--- config.mk ---
export PLATFORM = sky130hd
export DESIGN_NAME = vgn_norm_unit
export DESIGN_NICKNAME = d
export VERILOG_FILES = /design/src/rtl/core/volume_gradient_normalizer_top_macros.svh /design/src/rtl/core/vgn_pkg.sv /design/src/rtl/core/vgn_norm_unit.sv
export SDC_FILE = /design/constraint.sdc
export NUM_CORES = 1
export LEC_CHECK = 0
export BUFFER_PORTS_ARGS = -buffer_cell sky130_fd_sc_hd__buf_2
export CAP_MARGIN = 20
export CORE_ASPECT_RATIO = 1.5
export CORE_UTILIZATION = 30
export DETAILED_ROUTE_END_ITERATION = 7
export PLACE_DENSITY_LB_ADDON = 0.05
export SLEW_MARGIN = 10
export SYNTH_ARGS = -nofsm -noshare
export SYNTH_HDL_FRONTEND = slang
export SYNTH_SLANG_ARGS = --single-unit
export TNS_END_PERCENT = 20
--- constraint.sdc ---
create_clock -name clk_i -period 7.3 [get_ports clk_i]
set_input_delay 1.095 -clock clk_i [delete_from_list [all_inputs] [get_ports clk_i]]
set_output_delay 1.095 -clock clk_i [all_outputs]
set_load 0.01 [all_outputs]
--- src/rtl/core/volume_gradient_normalizer_top_macros.svh ---
// Assertion macros for the volume gradient normalizer.
// Used by the top level only; relies on clk_i and rst_ni being in scope.
`ifndef VOLUME_GRADIENT_NORMALIZER_TOP_MACROS_SVH
`define VOLUME_GRADIENT_NORMALIZER_TOP_MACROS_SVH

// Same-cycle implication, disabled while reset is asserted.
`define VGN_ASSERT_IMP(lbl, ante, cons) \
  lbl: assert property (@(posedge clk_i) disable iff (!rst_ni) (ante) |-> (cons)) \
    else $error("gradient normalizer check failed");

// Next-cycle implication, disabled while reset is asserted.
`define VGN_ASSERT_NXT(lbl, ante, cons) \
  lbl: assert property (@(posedge clk_i) disable iff (!rst_ni) (ante) |=> (cons)) \
    else $error("gradient normalizer check failed");

`endif

--- src/rtl/core/vgn_pkg.sv ---
// Shared types and constants of the volume gradient normalizer.
// No dependencies; imported by the normalizing unit and the top level.
package vgn_pkg;

  // Width of a dimension register and of the position counters.
  localparam int unsigned DIM_W   = 9;
  // Width of the configuration register index.
  localparam int unsigned CFG_IDX_W = 2;
  // Plane size w*h and result lag w*h+w+1, counted in voxels.
  localparam int unsigned PLANE_W = 2 * DIM_W;
  localparam int unsigned LAT_W   = PLANE_W + 1;
  // Sum of squares of three 9-bit differences.
  localparam int unsigned SUM_W   = 18;
  // Normalized magnitude, 0..16384.
  localparam int unsigned MAG_W   = 15;
  localparam int unsigned GRAD_W  = 16;

  // Configuration register indexes.
  localparam logic [CFG_IDX_W-1:0] REG_WIDTH  = 2'd0;
  localparam logic [CFG_IDX_W-1:0] REG_HEIGHT = 2'd1;
  localparam logic [CFG_IDX_W-1:0] REG_DEPTH  = 2'd2;

  // Input item kinds.
  localparam logic KIND_SAMPLE = 1'b0;
  localparam logic KIND_FLUSH  = 1'b1;

  // Main sequencer states.
  typedef enum logic [2:0] {
    S_IDLE,
    S_CHECK,
    S_RADDR,
    S_RDATA,
    S_SQ,
    S_NGO,
    S_NWAIT,
    S_EMIT
  } vgn_state_e;

  // Divide / square-root unit states.
  typedef enum logic [1:0] {
    U_IDLE,
    U_DIV,
    U_SQRT,
    U_DONE
  } vgn_ustate_e;

  // Request to the normalizing unit.
  typedef struct packed {
    logic               start;
    logic [7:0]         mag_in;
    logic [SUM_W-1:0]   sum_sq;
  } vgn_norm_req_t;

  // Response of the normalizing unit.
  typedef struct packed {
    logic               done;
    logic [MAG_W-1:0]   mag_out;
  } vgn_norm_rsp_t;

endpackage

--- src/rtl/core/vgn_norm_unit.sv ---
// Shared normalizing unit: round(16384 * a / sqrt(s)) by restoring division
// of a*a*2^30 by s, then a bit-pair integer square root. Uses vgn_pkg.
module vgn_norm_unit (
  input  logic                   clk_i,
  input  logic                   rst_ni,
  input  vgn_pkg::vgn_norm_req_t req_i,
  output vgn_pkg::vgn_norm_rsp_t rsp_o
);
  import vgn_pkg::*;

  localparam int unsigned QBITS = 31;

  vgn_ustate_e       state_q, state_d;
  logic [4:0]        cnt_q, cnt_d;
  logic              first_q, first_d;
  logic [18:0]       rem_q, rem_d;
  logic [31:0]       quo_q, quo_d;
  logic [15:0]       root_q, root_d;
  logic [SUM_W-1:0]  sum_q, sum_d;

  logic [18:0]       div_trial;
  logic              div_ge;
  logic [18:0]       sq_rem;
  logic [18:0]       sq_trial;
  logic              sq_ge;
  logic [16:0]       root_inc;

  // Datapath of one division or root step.
  always_comb begin
    div_trial = first_q ? rem_q : {rem_q[17:0], 1'b0};
    div_ge    = div_trial >= {1'b0, sum_q};
    sq_rem    = {rem_q[16:0], quo_q[31:30]};
    sq_trial  = {1'b0, root_q, 2'b01};
    sq_ge     = sq_rem >= sq_trial;
    root_inc  = {1'b0, root_q} + 17'd1;
  end

  // Next state.
  always_comb begin
    state_d = state_q;
    case (state_q)
      U_IDLE: if (req_i.start) state_d = U_DIV;
      U_DIV:  if (cnt_q == 5'(QBITS - 1)) state_d = U_SQRT;
      U_SQRT: if (cnt_q == 5'd15) state_d = U_DONE;
      U_DONE: state_d = U_IDLE;
      default: state_d = U_IDLE;
    endcase
  end

  // Register updates per state.
  always_comb begin
    cnt_d   = cnt_q;
    first_d = first_q;
    rem_d   = rem_q;
    quo_d   = quo_q;
    root_d  = root_q;
    sum_d   = sum_q;
    case (state_q)
      U_IDLE: begin
        if (req_i.start) begin
          cnt_d   = '0;
          first_d = 1'b1;
          rem_d   = 19'(req_i.mag_in * req_i.mag_in);
          quo_d   = '0;
          sum_d   = req_i.sum_sq;
        end
      end
      U_DIV: begin
        first_d = 1'b0;
        rem_d   = div_ge ? div_trial - {1'b0, sum_q} : div_trial;
        quo_d   = {quo_q[30:0], div_ge};
        if (cnt_q == 5'(QBITS - 1)) begin
          cnt_d  = '0;
          rem_d  = '0;
          root_d = '0;
        end else begin
          cnt_d = cnt_q + 5'd1;
        end
      end
      U_SQRT: begin
        rem_d  = sq_ge ? sq_rem - sq_trial : sq_rem;
        root_d = {root_q[14:0], sq_ge};
        quo_d  = {quo_q[29:0], 2'b00};
        cnt_d  = cnt_q + 5'd1;
      end
      default: begin
      end
    endcase
  end

  always_ff @(posedge clk_i or negedge rst_ni) begin
    if (!rst_ni) begin
      state_q <= U_IDLE;
    end else begin
      state_q <= state_d;
    end
  end

  always_ff @(posedge clk_i) begin
    cnt_q   <= cnt_d;
    first_q <= first_d;
    rem_q   <= rem_d;
    quo_q   <= quo_d;
    root_q  <= root_d;
    sum_q   <= sum_d;
  end

  // Round half up on the root: (root + 1) / 2.
  assign rsp_o.done    = (state_q == U_DONE);
  assign rsp_o.mag_out = root_inc[MAG_W:1];

endmodule

==> impl_metrics.csv <==
group,metric,value,unit
critical_path,cp_num_buf_inv,3,
yosys,synth_edf_count,91,
critical_path,critPathArrivalTime,5.27,ns
die,io_pins,45,
timing,worstMarginPinSlew,1.09,ns
cts,clock_latency,0.36,ns
critical_path,rrSetupSlack,2.31,ns
die,rows,73,
die,die-area,27700,um^2
critical_path,cp_max_fo,9,
cts,cts_buffer_depth,2,
min_path,hold_path_class,"input pin to asynchronous set/reset pin",
yosys,synth-async-reset-ratio,0.0215,
global_routing,grt_first_pass_wirelength,34300,um
cells_and_area,insertedDiodeCount,0,
yosys,ys_top_cells_by_area,"edfxtp_1, ha_1, fa_1, inv_1, xnor2_1",
drt,via_per_inst,5.11,
timing,setup_tns,0,ns
cts,numClockSinks,93,
drt,post_drt_wl_per_cell,17.5,um
cts,cts.htree.levels,3,
timing,clock_skew,0.00576,ns
drt,drtPass1Iterations,4,
timing,slew_headroom,0.275,
die,core,26500,um^2
drt,postRouteAntennaNets,0,
yosys,ys.flop_type,"edfxtp_1",
cts,post_cts_buffers,0,
yosys,synth_cell_type_count,61,
job,drv_cap,0,
cts,path_clk_slew,0.07,ns
timing,setup_viol,0,
yosys,ys_seq_area_frac,0.343,
critical_path,path_cells,"buf_2, and2_1, fa_1, fa_1, inv_1, fa_1, fa_1, inv_1, ha_1, nor3_1, nor2_1, a21boi_0, a221oi_1, xnor2_1, o22ai_1, or3_1",
yosys,synth_area_per_cell,9.75,um^2
cells_and_area,synthToLayoutAreaGrowth,11.1,%
critical_path,critical_path_class,"input pin to flop",
cts,cts_made_buffers,9,
placement,hpwl,17000,um
critical_path,cp-start-kind,"input pin",
critical_path,crit_top_cell,"fa_1",
global_routing,grt_max_degree,57,
placement,gp_congestion,0.793,
critical_path,crit_required,7.41,ns
cells_and_area,layout-drive-gt1-share,0.115,
cts,cts_resized,0,
drt,vias,6164,
placement,placement.io_buffers,44,
timing,rsz0062_at_grt,"no",
yosys,synth_area_leader_cell,"edfxtp_1",
yosys,netlist_area,8100,um^2
global_routing,antenna_found_initial,0,
yosys,synth-seq-cells,93,
status,outcome,"finished, final reports clean",
cts,ctsHoldBuffers,0,
global_routing,grt_pass1_vias,6376,
yosys,yosys_warnings,0,
cts,root_buffer,"clkbuf_16",
timing,finalCritPeriodShare,0.707,
die,die_h,203,um
critical_path,path_delay_family,"adder cells",
timing,max_freq,194,MHz
critical_path,end_kind,"flop",
critical_path,critPathMaxStageDelay,0.55,ns
cells_and_area,fin_nets,991,
yosys,yosys.area.top_type_share,0.337,
timing,hold_viol,0,
drt,routed_wl,21200,um
global_routing,overflow,0,
yosys,synth_cells,831,
timing,layout_min_cycle_time,5.16,ns
die,die_x,136,um
die,start_util,0.306,
cts,cts_tree,"built",
timing,drv_slew,0,
cells_and_area,nFillCells,2751,
drt,drt_iter0_drc,231,
drt,drc,0,
critical_path,slowest_stage,"fa_1",
global_routing,grt_use_total,0.162,
state kept, by name, indices dropped and copies added, names as in the netlist:
register	count
quo_q	32
first_q	1
sum_q	18
state_q	2
cnt_q	5
rem_q	19
root_q	16
stage by stage:
| step | setup slack (ns) | std cells | hold WS [ns] | util | cell area, um^2 |
|---|---|---|---|---|---|
| floorplan | 1.48 | 832 | 0.537 | - | 8110 |
| global placement | 1.80 | 1190 | 0.550 | 0.328 | 8690 |
| detailed placement | 1.76 | 1190 | 0.552 | 0.328 | 8690 |
| CTS | 2.14 | 1206 | 0.487 | 0.339 | 8990 |
| global route | 1.83 | 1207 | 0.487 | 0.340 | 9000 |
| finish | 2.14 | 1207 | 0.500 | 0.340 | 9000 |
synthesized netlist by cell type (3+ instances only):
master,number
nand2b_1,5
and3_1,4
a221oi_1,3
o21a_1,10
a21oi_1,38
a21o_1,10
xnor2_1,41
o21ai_0,21
nand2_1,52
a22oi_1,3
edfxtp_1,91
nand3_1,23
a221o_1,5
o221ai_1,5
o21ai_1,4
a211oi_1,7
nor2_1,64
fa_1,26
mux2_2,24
inv_1,99
and2_1,25
nor3_1,14
buf_4,3
a31oi_1,6
o211ai_1,8
or3_1,7
a22o_1,30
o21bai_1,8
nor2b_1,6
o31ai_1,3
a21boi_0,3
ha_1,71
o22ai_1,4
mux2i_1,23
clkbuf_1,21
o221a_2,3
nand4_1,11
xor2_1,15
cells by family after synthesis:
| group | count (synthesis) | share of synthesized area |
|---|---|---|
| compound gates | 192 | 0.172 |
| xor+xnor | 56 | 0.0605 |
| fa+ha+maj | 97 | 0.174 |
| buf+inv | 127 | 0.0605 |
| flops | 93 | 0.343 |
| mux | 47 | 0.0618 |
| other cells | 1 | 0.000463 |
| simple gates | 218 | 0.127 |
area by class of cell:
cell class / instances / area, um^2 / area share
clock inverters: 6 / 77.6 / 0.00862
inverters: 99 / 372 / 0.0413
well taps: 337 / 422 / 0.0468
repair buffers: 50 / 269 / 0.0299
clock buffers: 10 / 229 / 0.0254
flip-flops and latches: 93 / 2780 / 0.309
multi-input cells: 612 / 4850 / 0.539
metal layers:
layer | wire [um] | up-vias | global-route usage
met4 | 636 | 0 | 0.0718
li1 | - | 3065 | -
met2 | 11100 | 80 | 0.293
met1 | 8940 | 2993 | 0.188
met3 | 454 | 26 | 0.0204
met5 | 0 | - | 0
path summary, 6_finish.rpt:
check	to	cells past startpoint	startpoint
worst max-delay path	rem_q[15]	16	req_i[19]
worst min-delay path	state_q[0]	1	rst_ni
worst max register to register	rem_q[7]	9	first_q
worst min register to register	quo_q[2]	1	quo_q[0]
max in group asynchronous	state_q[1]	1	rst_ni
min in group clk_i	quo_q[2]	1	quo_q[0]
cells in the final DEF, fill, tap and decap left out, types with 11 or more instances in the layout:
cell type and count:
inv_1 99, edfxtp_1 91, ha_1 71, nor2_1 62
nand2_1 52, buf_2 44, xnor2_1 41, a21oi_1 38
a22o_1 30, fa_1 26, and2_1 25, mux2_2 24
nand3_1 23, mux2i_1 22, o21ai_0 20, xor2_1 15
nor3_1 14, nand4_1 11
Power is not shown: default switching activity piles up to over one toggle a cycle in this logic, so the estimate is an artifact.
