File: config.mk
export PLATFORM = sky130hd
export DESIGN_NAME = vgn_ring
export DESIGN_NICKNAME = d
export VERILOG_FILES = /design/src/rtl/core/volume_gradient_normalizer_top_macros.svh /design/src/rtl/core/vgn_ring.sv
export SDC_FILE = /design/constraint.sdc
export NUM_CORES = 1
export LEC_CHECK = 0
export BUFFER_PORTS_ARGS = -buffer_cell sky130_fd_sc_hd__buf_2
export CORE_MARGIN = 3
export CORE_UTILIZATION = 50
export CTS_CLUSTER_DIAMETER = 60
export DETAILED_ROUTE_END_ITERATION = 8
export PLACE_DENSITY = 0.78
export SYNTH_ARGS = -nofsm -noshare
export SYNTH_HDL_FRONTEND = slang
export SYNTH_SLANG_ARGS = --single-unit
File: constraint.sdc
create_clock -name clk_i -period 3.6 [get_ports clk_i]
set_clock_uncertainty 0.05 [all_clocks]
set_input_delay 0.54 -clock clk_i [delete_from_list [all_inputs] [get_ports clk_i]]
set_output_delay 0.54 -clock clk_i [all_outputs]
set_load 0.02 [all_outputs]
File: src/rtl/core/volume_gradient_normalizer_top_macros.svh
// Assertion macros for the volume gradient normalizer.
// Used by the top level only; relies on clk_i and rst_ni being in scope.
`ifndef VOLUME_GRADIENT_NORMALIZER_TOP_MACROS_SVH
`define VOLUME_GRADIENT_NORMALIZER_TOP_MACROS_SVH

// Same-cycle implication, disabled while reset is asserted.
`define VGN_ASSERT_IMP(lbl, ante, cons) \
  lbl: assert property (@(posedge clk_i) disable iff (!rst_ni) (ante) |-> (cons)) \
    else $error("gradient normalizer check failed");

// Next-cycle implication, disabled while reset is asserted.
`define VGN_ASSERT_NXT(lbl, ante, cons) \
  lbl: assert property (@(posedge clk_i) disable iff (!rst_ni) (ante) |=> (cons)) \
    else $error("gradient normalizer check failed");

`endif

File: src/rtl/core/vgn_ring.sv
// Voxel ring store: one write port, one registered read port.
// Depends on nothing but its parameters.
module vgn_ring #(
  parameter int unsigned DEPTH = 16,
  parameter int unsigned AW    = 4
) (
  input  logic          clk_i,
  input  logic          wr_en_i,
  input  logic [AW-1:0] wr_addr_i,
  input  logic [7:0]    wr_data_i,
  input  logic          rd_en_i,
  input  logic [AW-1:0] rd_addr_i,
  output logic [7:0]    rd_data_o
);

  logic [7:0] mem [DEPTH];
  logic [7:0] rd_data_q;

  // Write port.
  always_ff @(posedge clk_i) begin
    if (wr_en_i) begin
      mem[wr_addr_i] <= wr_data_i;
    end
  end

  // Registered read port.
  always_ff @(posedge clk_i) begin
    if (rd_en_i) begin
      rd_data_q <= mem[rd_addr_i];
    end
  end

  assign rd_data_o = rd_data_q;

endmodule

==> flow_summary.yaml, run 1 <==
final_layout:
  area_growth_pct: 15.8
  fin_util_pct: 60.8
  drive_gt1_share_pct: 28.6
  design_area_mm2: 0.00605
  final_cell_mix: "edfxtp_1, buf_2, mux4_2, a22oi_1, clkbuf_16"
  ff_latch_area_mm2: 0.00408
  layout_commonest_cell: "edfxtp_1"
  multiInputGateArea_mm2: 0.00106
  instances_no_fill: 416
  nNetsFinal: 289
  num_antenna_cells: 0
  fillers: 663
floorplanning:
  start_util_pct: 52.5
  coreArea_mm2: 0.00995
  dieArea_mm2: 0.0117
  io_pins: 27
  row_count: 36
  die_w_um: 108
  die_h_um: 108
synth:
  syn_inst: 229
  syn_area_per_cell_um2: 22.8
  yosysUniqueCellTypes: 18
  synth-seq-area-share_pct: 78.1
  synth_area_mm2: 0.00523
  ys_ff_latch: 136
  synth_fp_nets: 248
  ys_warn_count: 0
timing:
  fin_crit_sh_pct: 48.8
  drv_slew: 0
  rsz0062_at_grt: "false"
  max_freq_mhz: 569
  worst_slack_ps: 1840
  post-route-min-period_ps: 1760
  worst_pin_slew_ps: 928
  hold_viol: 0
  tns_ps: 0
  setup_viol: 0
  max_slew_margin_pct: 37.9
  holdWs_ps: 331
worst_setup_path:
  startpoint_type: "input pin"
  path_max_fanout: 16
  crit_required_ps: 3800
  crit_type: "in2reg"
  crit_end: "rd_data_o[2]"
  r2r_end: "rd_data_o[2]"
  end_kind: "register"
  reg2reg_from: "mem[10][2]"
  worstSetupStartpoint: "rd_addr_i[0]"
  r2r_cells: 3
  worstPathArrival_ps: 1960
  rrSetupSlack_ps: 2020
placement:
  place_ws_ps: 1330
  gp_congestion: 0.721
  dp_hpwl_mm: 5.73
  postPlaceCellArea_mm2: 0.00548
  post-place-cells: 384
  port-buffer-count: 26
detailed_routing:
  dr.pass1.iters: 6
  routedWlPerCell_um: 22.5
  wl_mm: 9.35
  drc: 0
  viasPerCell: 5.91
  ant_nets: 0
  initialDrtViolationCount: 246
  vias: 2459
global_routing:
  antenna_found_initial: 0
  grt_max_degree: 33
  overflow: 0
  grt_first_pass_wirelength_mm: 14.4
  grt_pass1_vias: 2488
  grt_use_total_pct: 17.7
power_and_ir_drop:
  p_clk_share_pct: 45.5
  switching_share_pct: 20.9
  power_frac_seq_pct: 50.0
  p_leak_nw: 1.99
  power-per-cell-area_mw_per_mm2: 592
  p_int_mw: 2.83
  p_switching_mw: 0.750
  vdd.ir_drop.worst_v: 0.000323
  comb_power_share_pct: 4.5
  total_power_mw: 3.58
clock_network:
  htreeDepth: 4
  cts-root-buf: "clkbuf_8"
  clk_path_buf_depth: 2
  post-cts-setup-buffer-count: 0
  cts_hold_buf: 0
  path_clk_slew_ps: 60
  cts.sinks: 136
  cts_resized: 0
  clock_latency_ps: 520
  tritoncts: "built"
  numCtsBuffers: 17
min_path:
  worstHoldPathType: "in2reg"
  min-delay-start: "rd_en_i"
job:
  cap_violations: 0
status:
  outcome: "finished clean"
==> critical path, cell delays in order <==
cell and delay, ps:
buf_2 100, buf_4 300, mux4_1 610, a22oi_1 300, nand2_1 100
==> logic make-up (layout without fill, tap and decap cells) <==
| kind of cell | after synthesis | after routing | share of synthesized area (%) |
|---|---|---|---|
| mux | 32 | 32 | 14.8 |
| buf+inv | 10 | 64 | 1.65 |
| flops | 136 | 136 | 78.1 |
| simple gates | 35 | 35 | 3.14 |
| compound gates | 16 | 16 | 2.30 |
==> worst min path at each step <==
stage | to | slack (ps) | cells after the start
6_report | rd_data_o[4] | 330 | 1
2_1_floorplan | mem[0][0] | 590 | 0
4_1_cts | rd_data_o[4] | 310 | 1
3_3_place_gp | rd_data_o[3] | 670 | 3
5_1_grt | rd_data_o[4] | 320 | 1
3_5_place_dp | rd_data_o[3] | 680 | 3
==> registers in the layout (all words and copies together), names as in the netlist <==
| name | cells |
|---|---|
| mem | 128 |
| rd_data_o | 8 |
==> per-layer routing <==
metal	vias up	routed length (um)	GRT usage [%]
li1	1072	-	-
met1	1267	3850	24.9
met2	101	4640	26.2
met3	19	633	4.48
met4	0	230	8.39
met5	-	0	0
==> area by class of cell <==
cell class                 instances  share of cell area [%]
clock buffer                      18                    6.91
sequential                       136                    67.5
clock inverter                    14                    2.50
multi-input combinational         83                    17.5
timing repair buffer              32                    2.89
tap                              133                    2.75
==> power by group through the flow <==
stage	clock network [mW]	logic, mW	registers (mW)
2_1_floorplan	0	0.0900	1.83
3_3_place_gp	0	0.157	1.83
3_5_place_dp	0	0.161	1.83
4_1_cts	1.65	0.163	1.79
5_1_grt	1.72	0.174	1.80
6_report	1.63	0.160	1.79
==> cell usage after synthesis <==
| cell type | number | area [um2] |
|---|---|---|
| nand2_1 | 9 | 33.8 |
| mux4_2 | 18 | 405 |
| and2b_1 | 1 | 7.51 |
| or3b_2 | 1 | 8.76 |
| a22oi_1 | 16 | 120 |
| edfxtp_1 | 136 | 4080 |
| nand3_1 | 1 | 5.00 |
| clkdlybuf4s25_2 | 3 | 30.0 |
| mux4_1 | 14 | 368 |
| buf_4 | 1 | 7.51 |
| nor2b_1 | 1 | 6.26 |
| nor3_1 | 4 | 20.0 |
| nand2b_1 | 2 | 12.5 |
| and2_1 | 1 | 6.26 |
| nand3b_1 | 2 | 15.0 |
| buf_2 | 3 | 15.0 |
| nor2_1 | 13 | 48.8 |
| buf_6 | 3 | 33.8 |
Power figures use the tool's default switching activity.
==> inputs of run 2 (changes only) <==
--- a/config.mk
+++ b/config.mk
@@ -10,7 +10,7 @@
 export CORE_UTILIZATION = 50
 export CTS_CLUSTER_DIAMETER = 60
 export DETAILED_ROUTE_END_ITERATION = 8
-export PLACE_DENSITY = 0.78
+export PLACE_DENSITY = 0.81
 export SYNTH_ARGS = -nofsm -noshare
 export SYNTH_HDL_FRONTEND = slang
 export SYNTH_SLANG_ARGS = --single-unit
==> constraint.sdc (replaced) <==
create_clock -name clk_i -period 1.5 [get_ports clk_i]
set_clock_uncertainty 0.05 [all_clocks]
set_input_delay 0.225 -clock clk_i [delete_from_list [all_inputs] [get_ports clk_i]]
set_output_delay 0.225 -clock clk_i [all_outputs]
set_load 0.02 [all_outputs]
==> run 2 against run 1 <==
Net effect: setup slack worse by 1800 ps; register-to-register slack lost 2000 ps; sequential power increased by 140%; critical path depth shrank 2.
==> flow_summary.yaml, run 2 (synthesized netlist as in run 1, its figures left out) <==
worst_setup_path:
  rrSetupSlack_ps: 40
  r2r_end: "rd_data_o[2]"
  critPathMaxStageDelay_ps: 520
  cpLargestDelayFamily: "multiplexers"
  crit_required_ps: 1720
  crit_chain: "mux4_2, a22oi_2, nand2_1"
  path_max_fanout: 1
  reg2reg_from: "mem[3][2]"
  worstPathArrival_ps: 1680
  cpMaxStageDelayCell: "mux4_2"
  end_kind: "register"
  startpoint_type: "register"
  crit_type: "reg2reg"
  r2r_cells: 3
  cp_num_buf_inv: 0
final_layout:
  num_antenna_cells: 0
  regMostFlops: "mem"
  drive_gt1_share_pct: 39.7
  area_growth_pct: 20.0
  fin_util_pct: 63.0
  largest_register_ffs: 128
  layout_commonest_cell: "edfxtp_1"
  final_cell_mix: "edfxtp_1, mux4_2, buf_2, buf_4, clkbuf_16"
  design_area_mm2: 0.00627
  nNetsFinal: 306
power_and_ir_drop:
  p_leak_nw: 2.09
  total_power_mw: 9.00
  vdd.ir_drop.worst_v: 0.000980
  power-per-cell-area_mw_per_mm2: 1430
detailed_routing:
  dr.pass1.iters: 4
  vias: 2513
  drc: 0
  routedWlPerCell_um: 23.6
  viasPerCell: 5.80
  wl_mm: 10.2
  initialDrtViolationCount: 222
  ant_nets: 0
floorplanning:
  io_pins: 27
  die_h_um: 108
  dieArea_mm2: 0.0117
  row_count: 36
  die_w_um: 108
  start_util_pct: 52.5
  coreArea_mm2: 0.00995
clock_network:
  numCtsBuffers: 17
  path_clk_slew_ps: 60
  cts_hold_buf: 0
  post-cts-setup-buffer-count: 0
  tritoncts: "built"
  cts-root-buf: "clkbuf_8"
  cts.sinks: 136
  htreeDepth: 4
  clk_path_buf_depth: 2
  clock_latency_ps: 530
placement:
  dp_hpwl_mm: 6.26
  port-buffer-count: 26
  postPlaceCellArea_mm2: 0.00563
  gp_congestion: 0.734
global_routing:
  grt_pass1_vias: 2615
  antenna_found_initial: 0
  overflow: 0
  grt_max_degree: 19
  grt_first_pass_wirelength_mm: 15.6
  grt_use_total_pct: 19.3
timing:
  post-route-min-period_ps: 1460
  hold_viol: 0
  max_slew_margin_pct: 39.5
  drv_slew: 0
  setup_viol: 0
  fin_crit_sh_pct: 97.6
  max_freq_mhz: 683
  holdWs_ps: 20.6
  worst_pin_slew_ps: 906
  rsz0062_at_grt: "true"
min_path:
  whs_endpoint: "rd_data_o[5]"
  min-delay-start: "rd_en_i"
  holdPathStages: 1
  worstHoldPathType: "in2reg"
job:
  cap_violations: 0
status:
  outcome: "finished clean"
## run 2: changes by cell type in the layout (fill, tap and decap cells not counted), moves of 3 or more
cell	before	now
buf_4	6	20
buf_12	0	3
a22oi_2	0	9
a22oi_1	16	7
clkinvlp_4	7	4
mux4_2	18	28
mux4_1	14	4
## run 2: where the power goes
| part | internal [mW] | switching, mW |
|---|---|---|
| registers | 4.28 | 0.0299 |
| logic | 0.189 | 0.249 |
| clock network | 2.70 | 1.55 |
| total | 7.17 | 1.83 |
## run 2: stage by stage
stage	worst slack, ps	TNS, ps	cells
2_1_floorplan	-41.1	-1340	229
5_1_grt	-20.6	-28.4	433
6_report	35.8	0	433
3_3_place_gp	-302	-2370	401
4_1_cts	4.86	0	433
3_5_place_dp	-284	-3000	401
## run 2: how the worst max path moves through the flow
stage | slack [ps] | depth (start not counted) | from | to
2_1_floorplan | -40 | 2 | wr_addr_i[2] | mem[3][0]
3_3_place_gp | -300 | 5 | rd_addr_i[0] | rd_data_o[0]
3_5_place_dp | -280 | 5 | rd_addr_i[0] | rd_data_o[0]
4_1_cts | 5 | 3 | mem[0][0] | rd_data_o[0]
5_1_grt | -20 | 3 | mem[3][2] | rd_data_o[2]
6_report | 40 | 3 | mem[3][2] | rd_data_o[2]
## run 2: routing by layer
| metal | share of wire (%) | global-route usage (%) | wire length (um) | vias up |
|---|---|---|---|---|
| li1 | - | - | - | 1086 |
| met1 | 39 | 26.4 | 4010 | 1293 |
| met2 | 51 | 29.2 | 5270 | 122 |
| met3 | 7.9 | 6.39 | 810 | 12 |
| met4 | 1.4 | 7.48 | 140 | 0 |
| met5 | 0 | 0 | 0 | - |
## run 2: what timing repair did
action / CTS / global route
pin swaps: 0 / 3
endpoints found under the setup margin: 4 / 7
gates resized for setup: 5 / 7
## run 2: layout make-up
cell class / instances / area (um2)
clock inverters: 15 / 199
well taps: 133 / 166
fillers: 644 / 3680
clock buffers: 17 / 414
flip-flops and latches: 136 / 4080
multi-input cells: 83 / 1070
repair buffers: 49 / 340
## run 2: worst reg2reg max path, delay by kind of cell (launching register included)
| kind | cells | cell delay [ps] |
|---|---|---|
| compound gates | 1 | 190 |
| mux | 1 | 520 |
| simple gates | 1 | 70 |
| flops | 1 | 380 |
==> inputs of run 3 (changes only) <==
--- a/config.mk
+++ b/config.mk
@@ -6,11 +6,14 @@
 export NUM_CORES = 1
 export LEC_CHECK = 0
 export BUFFER_PORTS_ARGS = -buffer_cell sky130_fd_sc_hd__buf_2
+export CELL_PAD_IN_SITES_DETAIL_PLACEMENT = 1
+export CELL_PAD_IN_SITES_GLOBAL_PLACEMENT = 2
 export CORE_MARGIN = 3
 export CORE_UTILIZATION = 50
 export CTS_CLUSTER_DIAMETER = 60
 export DETAILED_ROUTE_END_ITERATION = 8
-export PLACE_DENSITY = 0.81
+export MAX_ROUTING_LAYER = met4
+export PLACE_DENSITY = 0.92
 export SYNTH_ARGS = -nofsm -noshare
 export SYNTH_HDL_FRONTEND = slang
 export SYNTH_SLANG_ARGS = --single-unit
==> constraint.sdc (replaced) <==
create_clock -name clk_i -period 1.8 [get_ports clk_i]
set_clock_uncertainty 0.05 [all_clocks]
set_input_delay 0.27 -clock clk_i [delete_from_list [all_inputs] [get_ports clk_i]]
set_output_delay 0.27 -clock clk_i [all_outputs]
set_load 0.02 [all_outputs]
==> run 3 against run 2 <==
Net effect: clock power decreased by 24%; cell count is 1.2% higher; total power fell by 20%; critical path depth stayed put; utilization is 0.29 points lower; via count rose by 0.24%; combinational power decreased by 15%; critical endpoint is now rd_data_o[3]; cell area down 0.46%; count of clock-buffer cells in the layout did not move.
==> flow_summary.yaml, run 3 (synthesized netlist as in run 1, its figures left out) <==
final_layout:
  nNetsFinal: 311
  fillers: 842
  fin_util_pct: 62.7
  final_cell_mix: "edfxtp_1, buf_2, buf_4, mux4_2"
  area_growth_pct: 19.5
  layout_commonest_cell: "edfxtp_1"
  multiInputGateArea_mm2: 0.00106
  instances_no_fill: 438
  design_area_mm2: 0.00624
  drive_gt1_share_pct: 34.4
  regMostFlops: "mem"
  largest_register_ffs: 128
  ff_latch_area_mm2: 0.00408
  num_antenna_cells: 0
power_and_ir_drop:
  power_frac_seq_pct: 49.9
  switching_share_pct: 21.0
  power-per-cell-area_mw_per_mm2: 1150
  p_int_mw: 5.69
  comb_power_share_pct: 5.2
  p_clk_share_pct: 45.0
  total_power_mw: 7.20
  p_switching_mw: 1.51
  p_leak_nw: 2.13
  vdd.ir_drop.worst_v: 0.000757
global_routing:
  grt_pass1_vias: 2717
  grt_max_degree: 25
  grt_use_total_pct: 22.0
  overflow: 0
  grt_first_pass_wirelength_mm: 17.0
  antenna_found_initial: 0
min_path:
  whs_endpoint: "rd_data_o[4]"
  min-delay-start: "rd_en_i"
  worstHoldPathType: "in2reg"
  holdPathStages: 1
worst_setup_path:
  cpMaxStageDelayCell: "mux4_1"
  worstPathArrival_ps: 1810
  critPathMaxStageDelay_ps: 560
  crit_chain: "mux4_1, a22oi_1, nand2_1"
  r2r_end: "rd_data_o[3]"
  cp_num_buf_inv: 0
  path_max_fanout: 1
  end_kind: "register"
  r2r_cells: 3
  reg2reg_from: "mem[5][3]"
  crit_required_ps: 2020
  rrSetupSlack_ps: 210
  crit_type: "reg2reg"
  startpoint_type: "register"
  cpLargestDelayFamily: "multiplexers"
timing:
  worst_pin_slew_ps: 353
  max_freq_mhz: 628
  fin_crit_sh_pct: 88.4
  max_slew_margin_pct: 76.5
  setup_viol: 0
  tns_ps: 0
  rsz0062_at_grt: "false"
  post-route-min-period_ps: 1590
  hold_viol: 0
  drv_slew: 0
floorplanning:
  die_w_um: 108
  start_util_pct: 52.5
  coreArea_mm2: 0.00995
  io_pins: 27
  die_h_um: 108
  dieArea_mm2: 0.0117
  row_count: 36
detailed_routing:
  routedWlPerCell_um: 25.6
  ant_nets: 0
  drc: 0
  wl_mm: 11.2
  initialDrtViolationCount: 216
  dr.pass1.iters: 5
  vias: 2519
  viasPerCell: 5.75
clock_network:
  clk_path_buf_depth: 2
  numCtsBuffers: 17
  cts-root-buf: "clkbuf_8"
  tritoncts: "built"
  cts_hold_buf: 0
  clock_latency_ps: 520
  cts.sinks: 136
  htreeDepth: 4
  post-cts-setup-buffer-count: 0
  cts_resized: 0
  path_clk_slew_ps: 60
placement:
  port-buffer-count: 26
  dp_hpwl_mm: 7.42
  post-place-cells: 406
  postPlaceCellArea_mm2: 0.00568
  gp_congestion: 0.767
status:
  outcome: "finished clean"
job:
  cap_violations: 0
-- run 3: cell count changes in the layout (fill, tap and decap cells not counted), sizes merged --
cell | before | now
buf | 49 | 54
clkinv | 4 | 7
bufinv | 4 | 2
inv | 3 | 2
-- run 3: final cells by class --
class	instances	area share, %
clock buffer	17	6.63
sequential	136	65.4
tap	133	2.66
multi-input combinational	83	17.0
clock inverter	15	2.44
timing repair buffer	54	5.85
-- run 3: how the worst max path moves through the flow --
stage / startpoint / cells past startpoint / end
CTS: mem[5][3] / 3 / rd_data_o[3]
detailed placement: rd_addr_i[0] / 5 / rd_data_o[3]
global placement: rd_addr_i[0] / 5 / rd_data_o[3]
global route: mem[5][0] / 3 / rd_data_o[0]
floorplan: rd_addr_i[0] / 5 / rd_data_o[1]
finish: mem[5][3] / 3 / rd_data_o[3]
-- run 3: stage by stage --
| stage | worst slack (ps) | hold WS (ps) |
|---|---|---|
| after floorplan | 198 | 319 |
| after global placement | -127 | 596 |
| after detailed placement | -189 | 605 |
| after CTS | 201 | 51.1 |
| after global routing | 159 | 53.8 |
| final | 208 | 75.7 |
-- run 3: power by group through the flow --
stage	Clock [mW]	Sequential [mW]	Combinational, mW
finish	3.24	3.59	0.372
floorplan	0	3.67	0.180
global placement	0	3.65	0.356
CTS	3.29	3.59	0.380
global route	3.45	3.60	0.404
detailed placement	0	3.66	0.378
-- run 3: worst register-to-register path, stage by stage (launching register included) --
cell	delay (ps)
edfxtp_1	370
mux4_1	560
a22oi_1	280
nand2_1	90
-- run 3: metal layers --
metal / part of all wire (%) / vias to the layer above / global-route usage (%)
met5: 0 / - / -
met2: 50 / 65 / 32.5
li1: - / 1112 / -
met3: 3.9 / 14 / 6.03
met1: 45 / 1328 / 30.4
met4: 1.2 / 0 / 6.49
